[src/rtl/hrtm_pkg.sv]
// hrtm_pkg: widths, register codes, interface structs, popcount and mask helpers
// for the hamming ratio test matcher. No dependencies.
package hrtm_pkg;

   localparam int WORD_WIDTH      = 64;
   localparam int NUM_WORDS       = 4;
   localparam int DESC_WIDTH      = WORD_WIDTH * NUM_WORDS;
   localparam int DIST_WIDTH      = 9;
   localparam int WCOUNT_WIDTH    = 7;
   localparam int INDEX_WIDTH     = 12;
   localparam int CFG_WIDTH       = 9;
   localparam int CSR_INDEX_WIDTH = 8;
   localparam int SCALE_SHIFT     = 8;
   localparam int PROD_WIDTH      = 2 * CFG_WIDTH;

   localparam logic [CSR_INDEX_WIDTH-1:0] CSR_MAX_DISTANCE = 8'd0;
   localparam logic [CSR_INDEX_WIDTH-1:0] CSR_RATIO_Q8     = 8'd1;

   localparam logic [CFG_WIDTH-1:0] MAX_DISTANCE_RESET = 9'd50;
   localparam logic [CFG_WIDTH-1:0] RATIO_Q8_RESET     = 9'd230;

   localparam int MAX_FEATURES_DEFAULT    = 4096;
   localparam int DESCRIPTOR_BITS_DEFAULT = 256;

   // per-candidate beat after the popcount stage
   typedef struct packed {
      logic [NUM_WORDS-1:0][WCOUNT_WIDTH-1:0] word_count;
      logic [INDEX_WIDTH-1:0]                 index;
      logic                                   in_range;
      logic                                   last;
   } cand_type;

   // search state captured at the end of a query
   typedef struct packed {
      logic                   best_valid;
      logic [DIST_WIDTH-1:0]  best_dist;
      logic                   second_valid;
      logic [DIST_WIDTH-1:0]  second_dist;
      logic [INDEX_WIDTH-1:0] best_cand;
   } snap_type;

   function automatic logic [3:0] pop8(logic [7:0] x);
      logic [3:0] n;
      n = '0;
      for (int i = 0; i < 8; i++) begin
         n = n + 4'(x[i]);
      end
      return n;
   endfunction

   function automatic logic [WCOUNT_WIDTH-1:0] pop64(logic [WORD_WIDTH-1:0] x);
      logic [WCOUNT_WIDTH-1:0] n;
      n = '0;
      for (int i = 0; i < WORD_WIDTH / 8; i++) begin
         n = n + WCOUNT_WIDTH'(pop8(x[8*i +: 8]));
      end
      return n;
   endfunction

   function automatic logic [DESC_WIDTH-1:0] desc_mask(int bits);
      logic [DESC_WIDTH-1:0] m;
      for (int i = 0; i < DESC_WIDTH; i++) begin
         m[i] = (i < bits);
      end
      return m;
   endfunction

endpackage

[src/rtl/hrtm_distance.sv]
// hrtm_distance: input register (masked xor) and per-word popcount register.
// Depends on hrtm_pkg.
module hrtm_distance
   import hrtm_pkg::*;
#(
   parameter int MAX_FEATURES    = MAX_FEATURES_DEFAULT,
   parameter int DESCRIPTOR_BITS = DESCRIPTOR_BITS_DEFAULT
) (
   input  logic                   clock,
   input  logic                   reset,
   input  logic                   in_valid,
   output logic                   in_ready,
   input  logic [DESC_WIDTH-1:0]  in_query,
   input  logic [DESC_WIDTH-1:0]  in_cand,
   input  logic [INDEX_WIDTH-1:0] in_index,
   input  logic                   in_last,
   output logic                   out_valid,
   input  logic                   out_ready,
   output cand_type               out_cand
);

   localparam logic [DESC_WIDTH-1:0] MASK = desc_mask(DESCRIPTOR_BITS);

   logic                   a_valid_ff, a_valid_in;
   logic [DESC_WIDTH-1:0]  a_diff_ff, a_diff_in;
   logic [INDEX_WIDTH-1:0] a_index_ff, a_index_in;
   logic                   a_in_range_ff, a_in_range_in;
   logic                   a_last_ff, a_last_in;
   logic                   a_ready;

   logic                   b_valid_ff, b_valid_in;
   cand_type               b_cand_ff, b_cand_in;
   logic                   b_ready;
   cand_type               b_next;

   assign b_ready  = !b_valid_ff || out_ready;
   assign a_ready  = !a_valid_ff || b_ready;
   assign in_ready = a_ready;

   always_comb begin
      a_valid_in    = a_ready ? in_valid : a_valid_ff;
      a_diff_in     = a_diff_ff;
      a_index_in    = a_index_ff;
      a_in_range_in = a_in_range_ff;
      a_last_in     = a_last_ff;
      if (in_valid && a_ready) begin
         a_diff_in     = (in_query ^ in_cand) & MASK;
         a_index_in    = in_index;
         a_in_range_in = (32'(in_index) < MAX_FEATURES);
         a_last_in     = in_last;
      end
   end

   always_comb begin
      for (int w = 0; w < NUM_WORDS; w++) begin
         b_next.word_count[w] = pop64(a_diff_ff[w*WORD_WIDTH +: WORD_WIDTH]);
      end
      b_next.index    = a_index_ff;
      b_next.in_range = a_in_range_ff;
      b_next.last     = a_last_ff;
   end

   always_comb begin
      b_valid_in = b_ready ? a_valid_ff : b_valid_ff;
      b_cand_in  = (a_valid_ff && b_ready) ? b_next : b_cand_ff;
   end

   always_ff @(posedge clock) begin
      if (reset) begin
         a_valid_ff <= 1'b0;
         b_valid_ff <= 1'b0;
      end else begin
         a_valid_ff <= a_valid_in;
         b_valid_ff <= b_valid_in;
      end
   end

   always_ff @(posedge clock) begin
      a_diff_ff     <= a_diff_in;
      a_index_ff    <= a_index_in;
      a_in_range_ff <= a_in_range_in;
      a_last_ff     <= a_last_in;
      b_cand_ff     <= b_cand_in;
   end

   assign out_valid = b_valid_ff;
   assign out_cand  = b_cand_ff;

endmodule

[src/rtl/hrtm_tracker.sv]
// hrtm_tracker: sums word counts, keeps best and second-best distance,
// and captures the search state on the last candidate. Depends on hrtm_pkg.
module hrtm_tracker
   import hrtm_pkg::*;
(
   input  logic     clock,
   input  logic     reset,
   input  logic     cand_valid,
   output logic     cand_ready,
   input  cand_type cand,
   output logic     snap_valid,
   input  logic     snap_ready,
   output snap_type snap
);

   logic                   best_valid_ff, best_valid_in;
   logic [DIST_WIDTH-1:0]  best_dist_ff, best_dist_in;
   logic                   second_valid_ff, second_valid_in;
   logic [DIST_WIDTH-1:0]  second_dist_ff, second_dist_in;
   logic [INDEX_WIDTH-1:0] best_cand_ff, best_cand_in;
   logic                   snap_valid_ff, snap_valid_in;
   snap_type               snap_ff, snap_in;

   logic [DIST_WIDTH-1:0]  cand_dist;
   logic                   take;
   snap_type               upd;

   // a non-last beat never needs the result side
   assign cand_ready = !cand.last || !snap_valid_ff || snap_ready;
   assign take       = cand_valid && cand_ready;

   always_comb begin
      cand_dist = '0;
      for (int w = 0; w < NUM_WORDS; w++) begin
         cand_dist = cand_dist + DIST_WIDTH'(cand.word_count[w]);
      end
   end

   always_comb begin
      upd.best_valid   = best_valid_ff;
      upd.best_dist    = best_dist_ff;
      upd.second_valid = second_valid_ff;
      upd.second_dist  = second_dist_ff;
      upd.best_cand    = best_cand_ff;
      if (cand.in_range) begin
         if (!best_valid_ff || cand_dist < best_dist_ff) begin
            upd.second_valid = best_valid_ff;
            upd.second_dist  = best_dist_ff;
            upd.best_valid   = 1'b1;
            upd.best_dist    = cand_dist;
            upd.best_cand    = cand.index;
         end else if (!second_valid_ff || cand_dist < second_dist_ff) begin
            upd.second_valid = 1'b1;
            upd.second_dist  = cand_dist;
         end
      end
   end

   always_comb begin
      best_valid_in   = best_valid_ff;
      best_dist_in    = best_dist_ff;
      second_valid_in = second_valid_ff;
      second_dist_in  = second_dist_ff;
      best_cand_in    = best_cand_ff;
      snap_in         = snap_ff;
      if (take) begin
         if (cand.last) begin
            // query ends: hand the state on and start afresh
            snap_in         = upd;
            best_valid_in   = 1'b0;
            second_valid_in = 1'b0;
         end else begin
            best_valid_in   = upd.best_valid;
            best_dist_in    = upd.best_dist;
            second_valid_in = upd.second_valid;
            second_dist_in  = upd.second_dist;
            best_cand_in    = upd.best_cand;
         end
      end
      snap_valid_in = (snap_valid_ff && !snap_ready) || (take && cand.last);
   end

   always_ff @(posedge clock) begin
      if (reset) begin
         best_valid_ff   <= 1'b0;
         second_valid_ff <= 1'b0;
         snap_valid_ff   <= 1'b0;
      end else begin
         best_valid_ff   <= best_valid_in;
         second_valid_ff <= second_valid_in;
         snap_valid_ff   <= snap_valid_in;
      end
   end

   always_ff @(posedge clock) begin
      best_dist_ff   <= best_dist_in;
      second_dist_ff <= second_dist_in;
      best_cand_ff   <= best_cand_in;
      snap_ff        <= snap_in;
   end

   assign snap_valid = snap_valid_ff;
   assign snap       = snap_ff;

endmodule

[src/rtl/hrtm_decide.sv]
// hrtm_decide: absolute threshold and ratio test, result register.
// Depends on hrtm_pkg.
module hrtm_decide
   import hrtm_pkg::*;
(
   input  logic                   clock,
   input  logic                   reset,
   input  logic                   snap_valid,
   output logic                   snap_ready,
   input  snap_type               snap,
   input  logic [CFG_WIDTH-1:0]   max_distance,
   input  logic [CFG_WIDTH-1:0]   ratio_q8,
   output logic                   rsp_valid,
   input  logic                   rsp_ready,
   output logic                   rsp_match_found,
   output logic [INDEX_WIDTH-1:0] rsp_match_index,
   output logic [DIST_WIDTH-1:0]  rsp_match_distance
);

   logic                   valid_ff, valid_in;
   logic                   found_ff, found_in;
   logic [INDEX_WIDTH-1:0] index_ff, index_in;
   logic [DIST_WIDTH-1:0]  dist_ff, dist_in;

   logic [PROD_WIDTH-1:0]  scaled_best;
   logic [PROD_WIDTH-1:0]  scaled_second;
   logic                   found;
   logic                   load;

   assign snap_ready = !valid_ff || rsp_ready;
   assign load       = snap_valid && snap_ready;

   assign scaled_best   = PROD_WIDTH'(snap.best_dist) << SCALE_SHIFT;
   assign scaled_second = PROD_WIDTH'(snap.second_dist) * PROD_WIDTH'(ratio_q8);

   // missing second neighbour counts as infinitely far
   assign found = snap.best_valid && (snap.best_dist <= max_distance) &&
                  (ratio_q8 != '0) &&
                  (!snap.second_valid || (scaled_best < scaled_second));

   always_comb begin
      valid_in = snap_ready ? snap_valid : valid_ff;
      found_in = found_ff;
      index_in = index_ff;
      dist_in  = dist_ff;
      if (load) begin
         found_in = found;
         index_in = found ? snap.best_cand : '0;
         dist_in  = snap.best_valid ? snap.best_dist : '0;
      end
   end

   always_ff @(posedge clock) begin
      if (reset) begin
         valid_ff <= 1'b0;
      end else begin
         valid_ff <= valid_in;
      end
   end

   always_ff @(posedge clock) begin
      found_ff <= found_in;
      index_ff <= index_in;
      dist_ff  <= dist_in;
   end

   assign rsp_valid          = valid_ff;
   assign rsp_match_found    = found_ff;
   assign rsp_match_index    = index_ff;
   assign rsp_match_distance = dist_ff;

endmodule

[src/rtl/hamming_ratio_test_matcher.sv]
// hamming_ratio_test_matcher: top level, configuration registers and pipeline.
// Depends on hrtm_pkg, hrtm_distance, hrtm_tracker, hrtm_decide.
//
// Usage
//   req_*  : one candidate descriptor per beat, with the query descriptor,
//            the candidate index and a last flag closing the query.
//   rsp_*  : one result beat per query, produced by the candidate marked last.
//   csr_*  : register writes, index 0 max_distance, index 1 ratio_q8; always
//            ready, other indexes are ignored. Write only while idle.
// Timing
//   one candidate per cycle sustained while no last candidate waits for the
//   result register. A last candidate passes the xor register, popcount
//   register, search state update and result register, in that order.
// Reset
//   synchronous; empties the pipeline, clears the search state and loads
//   max_distance 50 and ratio_q8 230.
// Back-pressure
//   candidates that are not last keep flowing while a result waits; a last
//   candidate waits in the pipe until the result register is free, and
//   req_ready drops once the stages behind it are full.
module hamming_ratio_test_matcher
   import hrtm_pkg::*;
#(
   parameter int MAX_FEATURES    = MAX_FEATURES_DEFAULT,
   parameter int DESCRIPTOR_BITS = DESCRIPTOR_BITS_DEFAULT
) (
   input  logic                       clock,
   input  logic                       reset,
   input  logic                       req_valid,
   output logic                       req_ready,
   input  logic [WORD_WIDTH-1:0]      req_query_word0,
   input  logic [WORD_WIDTH-1:0]      req_query_word1,
   input  logic [WORD_WIDTH-1:0]      req_query_word2,
   input  logic [WORD_WIDTH-1:0]      req_query_word3,
   input  logic [WORD_WIDTH-1:0]      req_cand_word0,
   input  logic [WORD_WIDTH-1:0]      req_cand_word1,
   input  logic [WORD_WIDTH-1:0]      req_cand_word2,
   input  logic [WORD_WIDTH-1:0]      req_cand_word3,
   input  logic [INDEX_WIDTH-1:0]     req_cand_index,
   input  logic                       req_last_cand,
   output logic                       rsp_valid,
   input  logic                       rsp_ready,
   output logic                       rsp_match_found,
   output logic [INDEX_WIDTH-1:0]     rsp_match_index,
   output logic [DIST_WIDTH-1:0]      rsp_match_distance,
   input  logic                       csr_valid,
   output logic                       csr_ready,
   input  logic [CSR_INDEX_WIDTH-1:0] csr_index,
   input  logic [CFG_WIDTH-1:0]       csr_data
);

   logic [CFG_WIDTH-1:0] max_distance_ff, max_distance_in;
   logic [CFG_WIDTH-1:0] ratio_q8_ff, ratio_q8_in;

   logic     cand_valid;
   logic     cand_ready;
   cand_type cand;
   logic     snap_valid;
   logic     snap_ready;
   snap_type snap;

   assign csr_ready = 1'b1;

   always_comb begin
      max_distance_in = max_distance_ff;
      ratio_q8_in     = ratio_q8_ff;
      if (csr_valid && csr_ready) begin
         unique case (csr_index)
            CSR_MAX_DISTANCE: max_distance_in = csr_data;
            CSR_RATIO_Q8:     ratio_q8_in     = csr_data;
            default: ;
         endcase
      end
   end

   always_ff @(posedge clock) begin
      if (reset) begin
         max_distance_ff <= MAX_DISTANCE_RESET;
         ratio_q8_ff     <= RATIO_Q8_RESET;
      end else begin
         max_distance_ff <= max_distance_in;
         ratio_q8_ff     <= ratio_q8_in;
      end
   end

   hrtm_distance #(
      .MAX_FEATURES    (MAX_FEATURES),
      .DESCRIPTOR_BITS (DESCRIPTOR_BITS)
   ) u_distance (
      .clock     (clock),
      .reset     (reset),
      .in_valid  (req_valid),
      .in_ready  (req_ready),
      .in_query  ({req_query_word3, req_query_word2, req_query_word1, req_query_word0}),
      .in_cand   ({req_cand_word3, req_cand_word2, req_cand_word1, req_cand_word0}),
      .in_index  (req_cand_index),
      .in_last   (req_last_cand),
      .out_valid (cand_valid),
      .out_ready (cand_ready),
      .out_cand  (cand)
   );

   hrtm_tracker u_tracker (
      .clock      (clock),
      .reset      (reset),
      .cand_valid (cand_valid),
      .cand_ready (cand_ready),
      .cand       (cand),
      .snap_valid (snap_valid),
      .snap_ready (snap_ready),
      .snap       (snap)
   );

   hrtm_decide u_decide (
      .clock              (clock),
      .reset              (reset),
      .snap_valid         (snap_valid),
      .snap_ready         (snap_ready),
      .snap               (snap),
      .max_distance       (max_distance_ff),
      .ratio_q8           (ratio_q8_ff),
      .rsp_valid          (rsp_valid),
      .rsp_ready          (rsp_ready),
      .rsp_match_found    (rsp_match_found),
      .rsp_match_index    (rsp_match_index),
      .rsp_match_distance (rsp_match_distance)
   );

endmodule

[config.mk]
export PLATFORM = sky130hd
export DESIGN_NAME = hamming_ratio_test_matcher
export DESIGN_NICKNAME = d
export VERILOG_FILES = /design/src/rtl/hrtm_pkg.sv /design/src/rtl/hrtm_distance.sv /design/src/rtl/hrtm_tracker.sv /design/src/rtl/hrtm_decide.sv /design/src/rtl/hamming_ratio_test_matcher.sv
export SDC_FILE = /design/constraint.sdc
export NUM_CORES = 1
export LEC_CHECK = 0
export ABC_CLOCK_PERIOD_IN_PS = 38900
export BUFFER_PORTS_ARGS = -buffer_cell sky130_fd_sc_hd__buf_2
export CORE_UTILIZATION = 40
export DETAILED_ROUTE_END_ITERATION = 10
export GPL_TIMING_DRIVEN = 0
export HOLD_SLACK_MARGIN = 0.12
export PLACE_DENSITY = 0.6
export SETUP_SLACK_MARGIN = 0.15
export SYNTH_ARGS = -nofsm -noshare
export SYNTH_HDL_FRONTEND = slang
export SYNTH_SLANG_ARGS = --single-unit
export TNS_END_PERCENT = 1
[constraint.sdc]
create_clock -name clock -period 38.9 [get_ports clock]
set_clock_uncertainty 0.1 [all_clocks]
set_input_delay 0 -clock clock [delete_from_list [all_inputs] [get_ports clock]]
set_output_delay 0 -clock clock [all_outputs]
set_load 0.02 [all_outputs]
==> impl_summary.log, run 1 <==
INFO  metric status = stopped before the end
INFO  metric stop_stage = clock tree synthesis (4_1_cts)
INFO  metric first_err = [ERROR RSZ-0060] Max buffer count reached.
INFO  metric yosys_most_used_dff = edfxtp_1
INFO  metric post_synth_xor_area_fraction = 0.101
INFO  metric cell_type_with_the_largest_total_area_after_synthesis = edfxtp_1
INFO  metric ctsResizeCount = 0
INFO  metric synth_edf_count = 394
INFO  metric combinational_family_with_the_most_area_after_synthesis = adder cells
INFO  metric yosys-mux-area-fraction = 0.0181
INFO  metric library_cell_with_the_highest_instance_count_after_synthesis = inv_1
INFO  metric chipWidth = 270 µm
INFO  metric yosys_warnings = 0
INFO  metric boundaryPins = approximately 570
INFO  metric synth.yosys.seq_area_share = 0.429
INFO  metric yosys.area.top_type_share = 0.412
INFO  metric postSynthAreaPerCell = ~12 µm²
INFO  metric post_cts_hold_buffers = a little under 800
INFO  metric cts-root-to-sink-buffers = 3
INFO  metric buffer_ports.inserted = 570
INFO  metric synth_top_cells_by_area = edfxtp_1 41%, fa_1 18%, ha_1 11%
INFO  metric row_count = 97
INFO  metric synth_async_sr_flop_share = 0
INFO  metric detailedPlacementHpwl = 50700 µm
INFO  metric clock_sinks = around 420
INFO  metric die_height = about 270 µm
INFO  metric synth.cells.most_frequent = 594 x inv_1, 394 x edfxtp_1, 282 x xor2_1
INFO  metric post_synth_instance_area = roughly 0.029 mm²
INFO  metric synthSimpleGateAreaFrac = 0.0426
INFO  metric synth_compound_area_frac = 0.0384
INFO  metric synth-seq-cells = between 400 and 500
INFO  metric post_cts_buffers = 0
INFO  metric synth_adder_area_share = 0.289
INFO  metric netlist_instances = about 2300
INFO  metric initial_core_utilization = 0.407
INFO  metric cts_root_buffer = clkbuf_16
INFO  metric cts-buffers-inserted = 48
INFO  metric ctsHtreeMaxLevel = 2
INFO  metric synth_cell_types = slightly below 50
INFO  metric globalplace.congestion = ~0.88
-- kinds of logic after synthesis --
family                     count (synthesis)
AOI/OAI and AO/OA                        165
xor gates and xnor gates                 332
adders and majority gates                505
buffers and inverters                    617
DFF                                      418
muxes                                     49
other                                      1
and+or+nand+nor                          230
-- metrics by stage --
stage,instances,area [µm²],worst slack [ns],hold WS (ns),util
2_1_floorplan,2318,28700,24.19,-0.00564,-
3_3_place_gp,3828,32700,18.72,0.0796,0.464
3_5_place_dp,3842,33000,31.74,0.0792,0.469
==> inputs of run 2 (changes only) <==
- CORE_UTILIZATION: 40 -> 25
- HOLD_SLACK_MARGIN: 0.12 -> not set
- PLACE_DENSITY: 0.6 -> not set
- PLACE_DENSITY_LB_ADDON: not set -> 0.15
- SETUP_SLACK_MARGIN: 0.15 -> not set
==> impl_summary.log, run 2 <==
INFO  metric netlist_instances = 2317 (unchanged)
INFO  metric drc = 0
INFO  metric met3_usage = 0.0170
INFO  metric die_area = ~0.12 mm²
INFO  metric cts_tree = built
INFO  metric dp_slack = 31.71 ns (-0.0257 ns)
INFO  metric grt_setup_unrepaired = no
INFO  metric synth-seq-cells = 418 (unchanged)
INFO  metric synth_edf_count = 394 (unchanged)
INFO  metric grtUsageTotal = 0.122
INFO  metric global_route_wire_length_before_repair = 112000 µm
INFO  metric criticalPathCategory = reg -> reg
INFO  metric die_height = 341 µm (+26%)
INFO  metric layout_worst_path_cycle_share = 0.183
INFO  metric drive_above_1_share = 0.196
INFO  metric largest_register_ffs = 256
INFO  metric firstDrtPassIters = 6
INFO  metric grt_most_used_layer = met2
INFO  metric end_of_the_worst_register_to_register_path = u_distance.out_cand[20]$_DFFE_PP_
INFO  metric detailedPlacementHpwl = 54400 µm (+7.4%)
INFO  metric critical_path.startpoint = u_distance.a_diff_ff[8]$_DFFE_PP_
INFO  metric library_cell_with_the_highest_instance_count_after_synthesis = inv_1
INFO  metric postLayoutSetupSlackWorst = 31.77 ns
INFO  metric status = finished clean
INFO  metric cts.reportedPaths.clkPinSlew = 0.06 ns
INFO  metric drt.antenna.violating_nets = 0
INFO  metric slew-limit-headroom = 0.558
INFO  metric fmax = ~140 MHz
INFO  metric cts-root-to-sink-buffers = 3 (unchanged)
INFO  metric detail_route.wirelength = ~70000 µm
INFO  metric buffer_ports.inserted = 570 (unchanged)
INFO  metric row_count = 123 (+27%)
INFO  metric ctsResizeCount = 0 (unchanged)
INFO  metric fin_setup_tns = 0 ns
INFO  metric timing.critical_path.required = approximately 40 ns
INFO  metric ctsHtreeMaxLevel = 2 (unchanged)
INFO  metric tightestPinTransition = about 0.66 ns
INFO  metric final_max_slew_viol_count = 0
INFO  metric globalplace.congestion = 0.776 (-11%)
INFO  metric postSynthAreaPerCell = 12.4 µm² (unchanged)
INFO  metric avgViaCountPerCell = approximately 3.9
INFO  metric wl_per_cell = around 14 µm
INFO  metric cts_root_buffer = clkbuf_16
INFO  metric synth_async_sr_flop_share = 0 (unchanged)
INFO  metric core_region_area = between 0.1 and 0.15 mm²
INFO  metric post_cts_hold_buffers = 567 (-28%)
INFO  metric initial_core_utilization = 0.254 (-0.153)
INFO  metric data_arrival_time_of_the_critical_path = ~7.4 ns
INFO  metric chipWidth = 341 µm (+26%)
INFO  metric yosys_warnings = 0 (unchanged)
INFO  metric layout_common_cells = 594 x inv_1, 573 x buf_2, 567 x dlygate4sd3_1
INFO  metric start_kind = register
INFO  metric r2r_cells = 22
INFO  metric final_net_count = between 4000 and 5000
INFO  metric post_cts_buffers = 0 (unchanged)
INFO  metric synth.yosys.seq_area_share = 0.429 (unchanged)
INFO  metric largest_net_degree_at_the_start_of_global_routing = 30
INFO  metric cell_type_with_the_largest_total_area_after_synthesis = edfxtp_1
INFO  metric fin_worst_hold_slack = 0.0743 ns
INFO  metric reg2reg_from = u_distance.a_diff_ff[8]$_DFFE_PP_
INFO  metric cts-buffers-inserted = 54 (+13%)
INFO  metric diodes = 0
INFO  metric global_route.overflow_total = 0
INFO  metric layout_commonest_cell = inv_1
INFO  metric post_synth_instance_area = 0.0287 mm² (unchanged)
INFO  metric cp-end-kind = register
INFO  metric hold_path.class = in -> reg
INFO  metric gr_util_met2 = 0.227
INFO  metric yosys_most_used_dff = edfxtp_1
INFO  metric yosys.area.top_type_share = 0.412 (unchanged)
INFO  metric synth_cell_types = 49 (unchanged)
INFO  metric whs_path_depth = 3
INFO  metric use_met1 = 0.143
INFO  metric clock_sinks = 418 (unchanged)
INFO  metric first_global_vias = around 22000
INFO  metric number_of_antenna_violations_at_the_first_check_in_global_routing = 0
INFO  metric synth.cells.most_frequent = 594 x inv_1, 394 x edfxtp_1, 282 x xor2_1
INFO  metric largest-register = u_distance.a_diff_ff
INFO  metric r2r_setup_slack = ~32 ns
INFO  metric crit_path_end = u_distance.out_cand[20]$_DFFE_PP_
INFO  metric finalSetupViolCount = 0
INFO  metric period_needed = 7.13 ns
INFO  metric finalHoldViolations = 0
INFO  metric num_vias = 19600
INFO  metric synth_top_cells_by_area = edfxtp_1 41%, fa_1 18%, ha_1 11%
INFO  metric timing.max_cap.violations = 0
INFO  metric boundaryPins = 572 (unchanged)
INFO  metric initialDrtViolationCount = 454
INFO  metric clkLatencyLatePin = about 0.63 ns
INFO  metric area.growth.synth_to_final = 43.8%
INFO  metric critPathMaxFanout = 2
-- run 2: routing by layer --
metal / routed length (µm) / share of wire / up-vias
met2: 36300 / 0.53 / 368
met1: 28500 / 0.41 / 9338
li1: - / - / 9801
met5: 0 / 0 / -
met4: 1600 / 0.023 / 0
met3: 2500 / 0.036 / 96
-- run 2: worst min path at each step --
stage | start | end | slack, ns
finish | reset | ratio_q8_ff[2]$_SDFFE_PP1P_ | 0.07
global route | reset | ratio_q8_ff[2]$_SDFFE_PP1P_ | 0.06
CTS | reset | ratio_q8_ff[2]$_SDFFE_PP1P_ | 0.006
detailed placement | req_cand_index[9] | u_distance.a_index_ff[9]$_DFFE_PP_ | 0.08
global placement | req_cand_index[10] | u_distance.a_index_ff[10]$_DFFE_PP_ | 0.08
floorplan | reset | ratio_q8_ff[1]$_SDFFE_PP1P_ | -0.006
-- run 2: logic make-up (layout without fill, tap and decap cells) --
logic type,Yosys count,in the layout,share of synthesized area
buf+inv,617,1871,0.0814
fa+ha+maj,505,505,0.289
flops,418,418,0.429
xor+xnor,332,332,0.101
simple gates,230,230,0.0426
compound gates,165,165,0.0384
mux,49,49,0.0181
other cells,1,2,0.000131
-- run 2: worst max-delay path, cell delays in order (launching register included) --
cell	delay [ns]
edfxtp_1	0.37
ha_1	0.29
inv_1	0.05
fa_1	0.49
fa_1	0.45
fa_1	0.42
fa_1	0.50
inv_1	0.07
fa_1	0.46
xnor2_1	0.26
fa_1	0.47
fa_1	0.55
inv_1	0.06
fa_1	0.53
inv_1	0.06
fa_1	0.54
inv_1	0.07
ha_1	0.29
a21o_1	0.15
a21oi_1	0.23
o21bai_1	0.09
a21oi_1	0.17
xnor2_1	0.23
-- run 2: metrics by stage --
step,util,std cells,cell area (µm²)
floorplan,-,2318,28700
finish,0.365,5072,41200
detailed placement,0.299,4404,33800
CTS,0.365,5072,41200
global placement,0.296,4388,33400
global route,0.365,5072,41200
-- run 2: layout make-up --
cell class / instances / area, µm²
inverter: 594 / 2230
tap: 1500 / 1880
fill: 11300 / 71900
sequential: 418 / 12300
multi-input combinational: 1283 / 14100
timing repair buffer: 1153 / 8870
buffer: 23 / 105
clock inverter: 35 / 353
clock buffer: 66 / 1420
Power of run 2 is left out: the tool's default activity adds up to more than one toggle a clock period on the data nets, which glitch-free logic cannot reach.
